$ cat config.mk
export PLATFORM = sky130hd
export DESIGN_NAME = char_lcd_command_sequencer_unit
export DESIGN_NICKNAME = d
export VERILOG_FILES = /design/src/design/clcd_pkg.sv /design/src/design/clcd_div10.sv /design/src/design/char_lcd_command_sequencer_unit.sv
export SDC_FILE = /design/constraint.sdc
export NUM_CORES = 2
export LEC_CHECK = 0
export ABC_AREA = 1
export BUFFER_PORTS_ARGS = -buffer_cell sky130_fd_sc_hd__buf_2
export CAP_MARGIN = 20
export CELL_PAD_IN_SITES_DETAIL_PLACEMENT = 0
export CELL_PAD_IN_SITES_GLOBAL_PLACEMENT = 2
export CORE_AREA = 2 2 392 200
export CTS_CLUSTER_DIAMETER = 200
export DETAILED_ROUTE_END_ITERATION = 10
export DIE_AREA = 0 0 394 202
export PLACE_DENSITY = 0.82
export SLEW_MARGIN = 20
export SYNTH_ARGS = -nofsm -noshare
export SYNTH_HDL_FRONTEND = slang
export SYNTH_SLANG_ARGS = --single-unit
export TNS_END_PERCENT = 30
$ cat constraint.sdc
create_clock -name aclk -period 8.4 [get_ports aclk]
set_input_delay 0.84 -clock aclk [delete_from_list [all_inputs] [get_ports aclk]]
set_output_delay 0.84 -clock aclk [all_outputs]
set_load 0.05 [all_outputs]
$ cat src/design/clcd_pkg.sv
// shared types, codes and constants of the character lcd command sequencer
package clcd_pkg;

    // request kinds carried on s_tuser
    typedef enum logic [2:0] {
        ACT_COMMAND   = 3'd0,
        ACT_CHARACTER = 3'd1,
        ACT_CURSOR    = 3'd2,
        ACT_INIT      = 3'd3,
        ACT_NUMBER    = 3'd4,
        ACT_GLYPH     = 3'd5
    } action_t;

    // configuration register indexes
    localparam logic [2:0] REG_ROW1_OFFSET   = 3'd0;
    localparam logic [2:0] REG_ROW2_OFFSET   = 3'd1;
    localparam logic [2:0] REG_ROW3_OFFSET   = 3'd2;
    localparam logic [2:0] REG_FUNCTION_SET  = 3'd3;
    localparam logic [2:0] REG_DISPLAY_CTRL  = 3'd4;

    localparam int CFG_INDEX_W = 3;
    localparam int CFG_DATA_W  = 8;
    localparam int OFFSET_W    = 7;

    // register reset values
    localparam logic [6:0] RST_ROW1_OFFSET  = 7'h40;
    localparam logic [6:0] RST_ROW2_OFFSET  = 7'h14;
    localparam logic [6:0] RST_ROW3_OFFSET  = 7'h54;
    localparam logic [7:0] RST_FUNCTION_SET = 8'h38;
    localparam logic [7:0] RST_DISPLAY_CTRL = 8'h0C;

    // lcd instruction bytes, ddram address bit and ascii digit base
    localparam logic [7:0] CMD_CLEAR      = 8'h01;
    localparam logic [7:0] CMD_CGRAM_BASE = 8'h40;
    localparam logic       CMD_DDRAM_BIT  = 1'b1;
    localparam logic [7:0] ASCII_ZERO     = 8'h30;

    // register select codes
    localparam logic RS_INSTR = 1'b0;
    localparam logic RS_DATA  = 1'b1;

    // stream widths
    localparam int S_TDATA_W = 120;
    localparam int S_TUSER_W = 3;
    localparam int M_TDATA_W = 8;

    // number printing
    localparam int NUM_W           = 32;
    localparam int NUM_MAX_DIGITS  = 10;
    localparam int DEF_MAX_DIGITS  = 10;
    localparam int DIGIT_W         = 4;

    // divide by ten: q = (v * RECIP10) >> RECIP10_SHIFT, exact for every 32-bit v
    localparam logic [31:0] RECIP10       = 32'hCCCC_CCCD;
    localparam int          RECIP10_SHIFT = 35;

    // init and glyph run positions
    localparam int          STEP_W             = 4;
    localparam logic [3:0]  STEP_FIRST         = 4'd0;
    localparam logic [3:0]  INIT_DISPLAY_STEP  = 4'd2;
    localparam logic [3:0]  INIT_LAST_STEP     = 4'd3;
    localparam logic [3:0]  GLYPH_ROW_FIRST    = 4'd1;
    localparam logic [3:0]  GLYPH_ROW_LAST     = 4'd8;
    localparam logic [3:0]  GLYPH_CURSOR_STEP  = 4'd9;

endpackage

$ cat src/design/clcd_div10.sv
// shared divide-by-ten unit: reciprocal multiply, registered, then remainder fix-up
module clcd_div10 (
    input  logic                        aclk,
    input  logic                        aresetn,
    input  logic                        start,
    input  logic [clcd_pkg::NUM_W-1:0]  dividend,
    output logic                        done,
    output logic [clcd_pkg::NUM_W-1:0]  quotient,
    output logic [clcd_pkg::DIGIT_W-1:0] remainder
);
    import clcd_pkg::*;

    logic                 busy_reg;
    logic [2*NUM_W-1:0]   prod_reg;
    logic [NUM_W-1:0]     val_reg;
    logic [NUM_W-1:0]     q_times_ten;
    logic [NUM_W-1:0]     diff;

    always_ff @(posedge aclk) begin
        if (!aresetn) begin
            busy_reg <= 1'b0;
        end else begin
            busy_reg <= start;
        end
        if (start) begin
            prod_reg <= dividend * RECIP10;
            val_reg  <= dividend;
        end
    end

    assign quotient    = NUM_W'(prod_reg >> RECIP10_SHIFT);
    // q * 10 as two shifts and an add
    assign q_times_ten = (quotient << 3) + (quotient << 1);
    assign diff        = val_reg - q_times_ten;
    assign remainder   = diff[DIGIT_W-1:0];
    assign done        = busy_reg;

endmodule

$ cat src/design/char_lcd_command_sequencer_unit.sv
// character lcd command sequencer: requests in, register-select and byte transfers out
//
//  channel | dir | handshake          | payload
//  --------+-----+--------------------+------------------------------------------
//  s_      | in  | s_tvalid/s_tready  | s_tuser action, s_tdata request fields
//  m_      | out | m_tvalid/m_tready  | m_tuser register select, m_tdata byte, m_tlast
//  cfg_    | in  | cfg_we             | cfg_index, cfg_data
//
// A request is taken while idle, then each transfer beat leaves one per cycle
// unless m_tready stalls it (one beat for command, character and cursor, four for
// init, eleven for glyph). A number first sends each decimal digit through the
// shared divide-by-ten multiplier, then one digit beat per cycle unless stalled.
// s_tready is high only while no request is in progress; the final beat may wait in
// the output register while the next request is taken. Reset is synchronous, active
// low, and restores the register defaults.
module char_lcd_command_sequencer_unit #(
    parameter int MAX_DIGITS = clcd_pkg::DEF_MAX_DIGITS
) (
    input  logic                              aclk,
    input  logic                              aresetn,
    input  logic                              s_tvalid,
    output logic                              s_tready,
    // bits: byte_value[7:0] row[9:8] column[15:10] number_value[47:16]
    //       glyph_slot[50:48] glyph_rows[114:51], zero fill above
    input  logic [clcd_pkg::S_TDATA_W-1:0]    s_tdata,
    // bits: action[2:0]
    input  logic [clcd_pkg::S_TUSER_W-1:0]    s_tuser,
    output logic                              m_tvalid,
    input  logic                              m_tready,
    // bits: lcd_byte[7:0]
    output logic [clcd_pkg::M_TDATA_W-1:0]    m_tdata,
    // bits: register_select[0]
    output logic                              m_tuser,
    output logic                              m_tlast,
    input  logic                              cfg_we,
    input  logic [clcd_pkg::CFG_INDEX_W-1:0]  cfg_index,
    input  logic [clcd_pkg::CFG_DATA_W-1:0]   cfg_data
);
    import clcd_pkg::*;

    localparam int DIG_DEPTH = (MAX_DIGITS < NUM_MAX_DIGITS) ? MAX_DIGITS : NUM_MAX_DIGITS;
    localparam int DIG_IW    = (DIG_DEPTH > 1) ? $clog2(DIG_DEPTH) : 1;
    localparam int CNT_W     = $clog2(DIG_DEPTH + 1);

    typedef enum logic [1:0] {
        ST_IDLE,
        ST_DIV_START,
        ST_DIV_WAIT,
        ST_EMIT
    } state_t;

    state_t state_reg, state_next;

    // configuration
    logic [OFFSET_W-1:0] row1_off_reg, row2_off_reg, row3_off_reg;
    logic [7:0]          func_set_reg, disp_ctrl_reg;

    // request payload
    action_t             act_reg, act_next;
    logic [7:0]          byte_reg, byte_next;
    logic [1:0]          row_reg, row_next;
    logic [5:0]          col_reg, col_next;
    logic [2:0]          slot_reg, slot_next;
    logic [63:0]         rows_reg, rows_next;
    logic [NUM_W-1:0]    num_reg, num_next;

    // sequencing
    logic [STEP_W-1:0]   step_reg, step_next;
    logic [CNT_W-1:0]    ndig_reg, ndig_next;
    logic [DIG_IW-1:0]   dig_idx_reg, dig_idx_next;
    logic [DIGIT_W-1:0]  digit_reg [DIG_DEPTH];
    logic                digit_we;

    // output register
    logic                m_valid_reg, m_valid_next;
    logic [7:0]          m_data_reg, m_data_next;
    logic                m_rs_reg, m_rs_next;
    logic                m_last_reg, m_last_next;

    // current beat
    logic                beat_rs;
    logic [7:0]          beat_byte;
    logic                beat_last;
    logic [7:0]          cursor_byte;
    logic [OFFSET_W-1:0] row_base;
    logic                out_free;
    logic                s_accept;

    logic                div_start;
    logic                div_done;
    logic [NUM_W-1:0]    div_quot;
    logic [DIGIT_W-1:0]  div_rem;

    clcd_div10 u_div10 (
        .aclk      (aclk),
        .aresetn   (aresetn),
        .start     (div_start),
        .dividend  (num_reg),
        .done      (div_done),
        .quotient  (div_quot),
        .remainder (div_rem)
    );

    assign s_tready = (state_reg == ST_IDLE);
    assign s_accept = s_tvalid && s_tready;
    assign out_free = !m_valid_reg || m_tready;
    assign div_start = (state_reg == ST_DIV_START);

    assign m_tvalid = m_valid_reg;
    assign m_tdata  = m_data_reg;
    assign m_tuser  = m_rs_reg;
    assign m_tlast  = m_last_reg;

    // cursor address wraps to seven bits
    always_comb begin
        case (row_reg)
            2'd1:    row_base = row1_off_reg;
            2'd2:    row_base = row2_off_reg;
            2'd3:    row_base = row3_off_reg;
            default: row_base = '0;
        endcase
        cursor_byte = {CMD_DDRAM_BIT, OFFSET_W'(row_base + {1'b0, col_reg})};
    end

    always_comb begin
        beat_rs   = RS_INSTR;
        beat_byte = byte_reg;
        beat_last = 1'b1;
        case (act_reg)
            ACT_COMMAND: begin
                beat_rs = RS_INSTR;
            end
            ACT_CHARACTER: begin
                beat_rs = RS_DATA;
            end
            ACT_CURSOR: begin
                beat_byte = cursor_byte;
            end
            ACT_INIT: begin
                beat_last = (step_reg == INIT_LAST_STEP);
                if (step_reg < INIT_DISPLAY_STEP) begin
                    beat_byte = func_set_reg;
                end else if (step_reg == INIT_DISPLAY_STEP) begin
                    beat_byte = disp_ctrl_reg;
                end else begin
                    beat_byte = CMD_CLEAR;
                end
            end
            ACT_NUMBER: begin
                beat_rs   = RS_DATA;
                beat_byte = ASCII_ZERO + {4'b0, digit_reg[dig_idx_reg]};
                beat_last = (dig_idx_reg == '0);
            end
            ACT_GLYPH: begin
                beat_last = 1'b0;
                if (step_reg == STEP_FIRST) begin
                    beat_byte = CMD_CGRAM_BASE + {2'b0, slot_reg, 3'b0};
                end else if (step_reg <= GLYPH_ROW_LAST) begin
                    beat_rs   = RS_DATA;
                    beat_byte = rows_reg[7:0];
                end else if (step_reg == GLYPH_CURSOR_STEP) begin
                    beat_byte = cursor_byte;
                end else begin
                    beat_rs   = RS_DATA;
                    beat_byte = {5'b0, slot_reg};
                    beat_last = 1'b1;
                end
            end
            default: begin
                beat_last = 1'b1;
            end
        endcase
    end

    always_comb begin
        state_next   = state_reg;
        act_next     = act_reg;
        byte_next    = byte_reg;
        row_next     = row_reg;
        col_next     = col_reg;
        slot_next    = slot_reg;
        rows_next    = rows_reg;
        num_next     = num_reg;
        step_next    = step_reg;
        ndig_next    = ndig_reg;
        dig_idx_next = dig_idx_reg;
        digit_we     = 1'b0;
        m_valid_next = m_valid_reg && !m_tready;
        m_data_next  = m_data_reg;
        m_rs_next    = m_rs_reg;
        m_last_next  = m_last_reg;

        case (state_reg)
            ST_IDLE: begin
                if (s_accept) begin
                    act_next  = action_t'(s_tuser);
                    byte_next = s_tdata[7:0];
                    row_next  = s_tdata[9:8];
                    col_next  = s_tdata[15:10];
                    num_next  = s_tdata[47:16];
                    slot_next = s_tdata[50:48];
                    rows_next = s_tdata[114:51];
                    step_next = STEP_FIRST;
                    ndig_next = '0;
                    case (action_t'(s_tuser))
                        ACT_COMMAND, ACT_CHARACTER, ACT_CURSOR, ACT_INIT, ACT_GLYPH:
                            state_next = ST_EMIT;
                        ACT_NUMBER:
                            state_next = ST_DIV_START;
                        // unused codes cause no transfer
                        default:
                            state_next = ST_IDLE;
                    endcase
                end
            end
            ST_DIV_START: begin
                state_next = ST_DIV_WAIT;
            end
            ST_DIV_WAIT: begin
                if (div_done) begin
                    digit_we = 1'b1;
                    num_next = div_quot;
                    if (div_quot == '0 || ndig_reg == CNT_W'(DIG_DEPTH - 1)) begin
                        dig_idx_next = ndig_reg[DIG_IW-1:0];
                        state_next   = ST_EMIT;
                    end else begin
                        ndig_next  = ndig_reg + 1'b1;
                        state_next = ST_DIV_START;
                    end
                end
            end
            ST_EMIT: begin
                if (out_free) begin
                    m_valid_next = 1'b1;
                    m_data_next  = beat_byte;
                    m_rs_next    = beat_rs;
                    m_last_next  = beat_last;
                    step_next    = step_reg + 1'b1;
                    if (act_reg == ACT_NUMBER) begin
                        dig_idx_next = dig_idx_reg - 1'b1;
                    end
                    // glyph rows leave lowest byte first
                    if (act_reg == ACT_GLYPH && step_reg >= GLYPH_ROW_FIRST
                            && step_reg <= GLYPH_ROW_LAST) begin
                        rows_next = rows_reg >> 8;
                    end
                    if (beat_last) begin
                        state_next = ST_IDLE;
                    end
                end
            end
            default: begin
                state_next = ST_IDLE;
            end
        endcase
    end

    always_ff @(posedge aclk) begin
        if (!aresetn) begin
            state_reg     <= ST_IDLE;
            m_valid_reg   <= 1'b0;
            row1_off_reg  <= RST_ROW1_OFFSET;
            row2_off_reg  <= RST_ROW2_OFFSET;
            row3_off_reg  <= RST_ROW3_OFFSET;
            func_set_reg  <= RST_FUNCTION_SET;
            disp_ctrl_reg <= RST_DISPLAY_CTRL;
        end else begin
            state_reg   <= state_next;
            m_valid_reg <= m_valid_next;
            if (cfg_we) begin
                case (cfg_index)
                    REG_ROW1_OFFSET:  row1_off_reg  <= cfg_data[OFFSET_W-1:0];
                    REG_ROW2_OFFSET:  row2_off_reg  <= cfg_data[OFFSET_W-1:0];
                    REG_ROW3_OFFSET:  row3_off_reg  <= cfg_data[OFFSET_W-1:0];
                    REG_FUNCTION_SET: func_set_reg  <= cfg_data;
                    REG_DISPLAY_CTRL: disp_ctrl_reg <= cfg_data;
                    default: ;
                endcase
            end
        end
        act_reg     <= act_next;
        byte_reg    <= byte_next;
        row_reg     <= row_next;
        col_reg     <= col_next;
        slot_reg    <= slot_next;
        rows_reg    <= rows_next;
        num_reg     <= num_next;
        step_reg    <= step_next;
        ndig_reg    <= ndig_next;
        dig_idx_reg <= dig_idx_next;
        m_data_reg  <= m_data_next;
        m_rs_reg    <= m_rs_next;
        m_last_reg  <= m_last_next;
        if (digit_we) begin
            digit_reg[ndig_reg[DIG_IW-1:0]] <= div_rem;
        end
    end

endmodule
==> reports/results.ini <==
[outcome]
status = finished, final reports clean

[yosys]
synthesis.yosys.warnings = 0
synth-edff-count = 213
synth.yosys.seq_area_share_pct = 24.2
mean_post_synth_cell_area_um2 = 8.60
number_of_library_cell_types_mapped_by_synthesis = 43
gate_count_after_technology_mapping = 3502
netlist_area_before_placement_um2 = 30100
synthTopCellsByArea = fa_1, edfxtp_1, ha_1
post-synth-top-area-cell = fa_1
dominantRegCellSynth = edfxtp_1
async_set_reset_flop_share_out_of_synthesis_pct = 0
synth_fp_nets = 4395
synth.ff_latch_count = 258
yosysTopAreaCellShare_pct = 25.7

[route]
ant_nets = 0
drt_pass1_iterations = 6
vias = 23400
number_of_drc_markers_after_the_initial_detailed_route_iteration = 2398
detail_route.wl_per_cell_um = 22.8
route.detailed.vias_per_inst = 4.96
post_route_drc = 0
routed_wirelength_um = 108000

[grt]
first_global_vias = 22800
grtUsageTotal_pct = 27.3
grt_max_degree = 74
grt_antenna_before_repair = 0
grt_total_ovfl = 0
grt_pass1_wl_um = 156000

[cts]
cts-resized-gates = 0
clock_tree.htree_level_count = 1
clockRootBuffer = clkbuf_16
cts-hold-fix-buffers = 0
tritoncts_clock_tree = done
cts-buffers-inserted = 28
max-clock-path-buffers = 3
cts.clk_slew.worst_paths_ns = 0.07
clock_sinks = 258
insertion_delay_ns = 0.65
postCtsSetupRepairBufs = 0

[die]
floorplan.rows = 72
boundaryPins = 151
die-height_um = 202
fp.dieArea_um2 = 79600
die-width_um = 394
floorplan_core_area_um2 = 76300
start_util_pct = 39.5

[sta]
fin_skew_ns = 0.0801
fin_setup_tns_ns = 0
grt_setup_unrepaired = no
report.final.setup_viol = 0
slew_margin_rel_pct = 24.1
worstMarginPinSlew_ns = 1.13
finalCritPeriodShare_pct = 88.6
final_period_minus_worst_setup_slack_ns = 7.45
hold_viol = 0
clock.fmax_mhz = 134
fin_ws_ns = 0.954
drv_slew = 0

[finish]
num-nets-final = 4546
largest_reg_flops = 64
drive_above_1_share_pct = 7.02
layout.cells.most_common = inv_1
most-common-layout-cells = inv_1, nand2_1, fa_1
area_overhead_of_the_layout_relative_to_synthesis_pct = 10.0
final_util_pct = 43.4

[critical_path]
crit_arrival_ns = 7.85
critPathLaunchType = register
path_class = register to register
worst_ep_required_time_ns = 8.80
critical_path.max_fanout = 9
timing.critical_path.to_type = register

[placed_design]
place_hpwl_um = 93600
place_congestion = 1.02
place.port_buffers = 145
dpl_ws_ns = 1.25

[worst_hold_path]
path_type_of_the_worst_min_delay_path = primary input to register

[flow_run]
max_cap_violations = 0

-- cell families (layout without fill, tap and decap cells) --
kind of cell	count (synthesis)	after routing	share of synthesized area, %
XOR/XNOR	59	59	1.72
flip-flops	258	258	24.2
AND/OR/NAND/NOR	1226	1226	16.5
buffers and inverters	923	1095	11.6
other	0	1	0
adder cells (fa/ha/maj)	754	754	41.0
AO/OA/AOI/OAI	282	282	5.06
-- synthesized netlist by cell type, types with 24 or more instances --
library cell and number:
a21oi_1 116, dfxtp_1 45, edfxtp_1 213, fa_1 387, ha_1 367, inv_1 874
nand2_1 821, nand3_1 106, nor2_1 221, nor3_1 24, o21ai_0 105, xor2_1 42
-- routing by layer --
layer  GRT usage [%]  vias to the layer above  share of wire [%]
li1                -                    11000                  -
met1            45.0                    11200                 51
met2            27.8                     1060                 30
met3            17.8                       58                 18
met4            2.23                        0               0.78
met5               0                        -                  0
-- area by class of cell --
cell class	instances	area [um^2]
clock inverter	17	253
clock buffer	34	764
antenna	1	2.50
inverter	887	3330
sequential	258	7300
tap	1036	1300
multi-input combinational	2321	19400
timing repair buffer	157	816
fill	7805	43200
-- per-stage QoR --
| step | instances | cell area, um^2 | hold slack, ns |
|---|---|---|---|
| 3_3_place_gp | 4659 | 32100 | 0.444 |
| 4_1_cts | 4710 | 33100 | 0.349 |
| 2_1_floorplan | 3502 | 30100 | 0.425 |
| 3_5_place_dp | 4659 | 32100 | 0.447 |
| 5_1_grt | 4710 | 33100 | 0.357 |
| 6_report | 4711 | 33100 | 0.373 |
-- path summary, 6_finish.rpt --
kind / slack, ns / cells after the start / start / endpoint
hold / removal: 0.37 / 1 / s_tdata[5] / byte_reg[5]$_DFFE_PP_
hold reg to reg: 0.46 / 2 / row3_off_reg[6]$_SDFFE_PN1P_ / row3_off_reg[6]$_SDFFE_PN1P_
setup / recovery: 0.95 / 21 / num_reg[9]$_DFFE_PP_ / u_div10.prod_reg[58]$_DFFE_PP_
setup reg to reg: 0.95 / 21 / num_reg[9]$_DFFE_PP_ / u_div10.prod_reg[58]$_DFFE_PP_
-- critical path: stages (launching register included) --
cell	delay (ns)
edfxtp_1	0.60
ha_1	0.57
xnor2_1	0.49
o21ai_0	0.20
fa_1	0.56
inv_1	0.06
fa_1	0.48
fa_1	0.58
inv_1	0.07
fa_1	0.45
fa_1	0.59
fa_1	0.55
ha_1	0.36
nand2_1	0.25
inv_1	0.07
a21oi_1	0.47
o21ai_0	0.25
nand3b_1	0.27
nand2_1	0.14
nand2_1	0.06
nand2_1	0.06
nand2_1	0.04
Power is not shown: default switching activity piles up to over one toggle a cycle in this logic, so the estimate is an artifact.
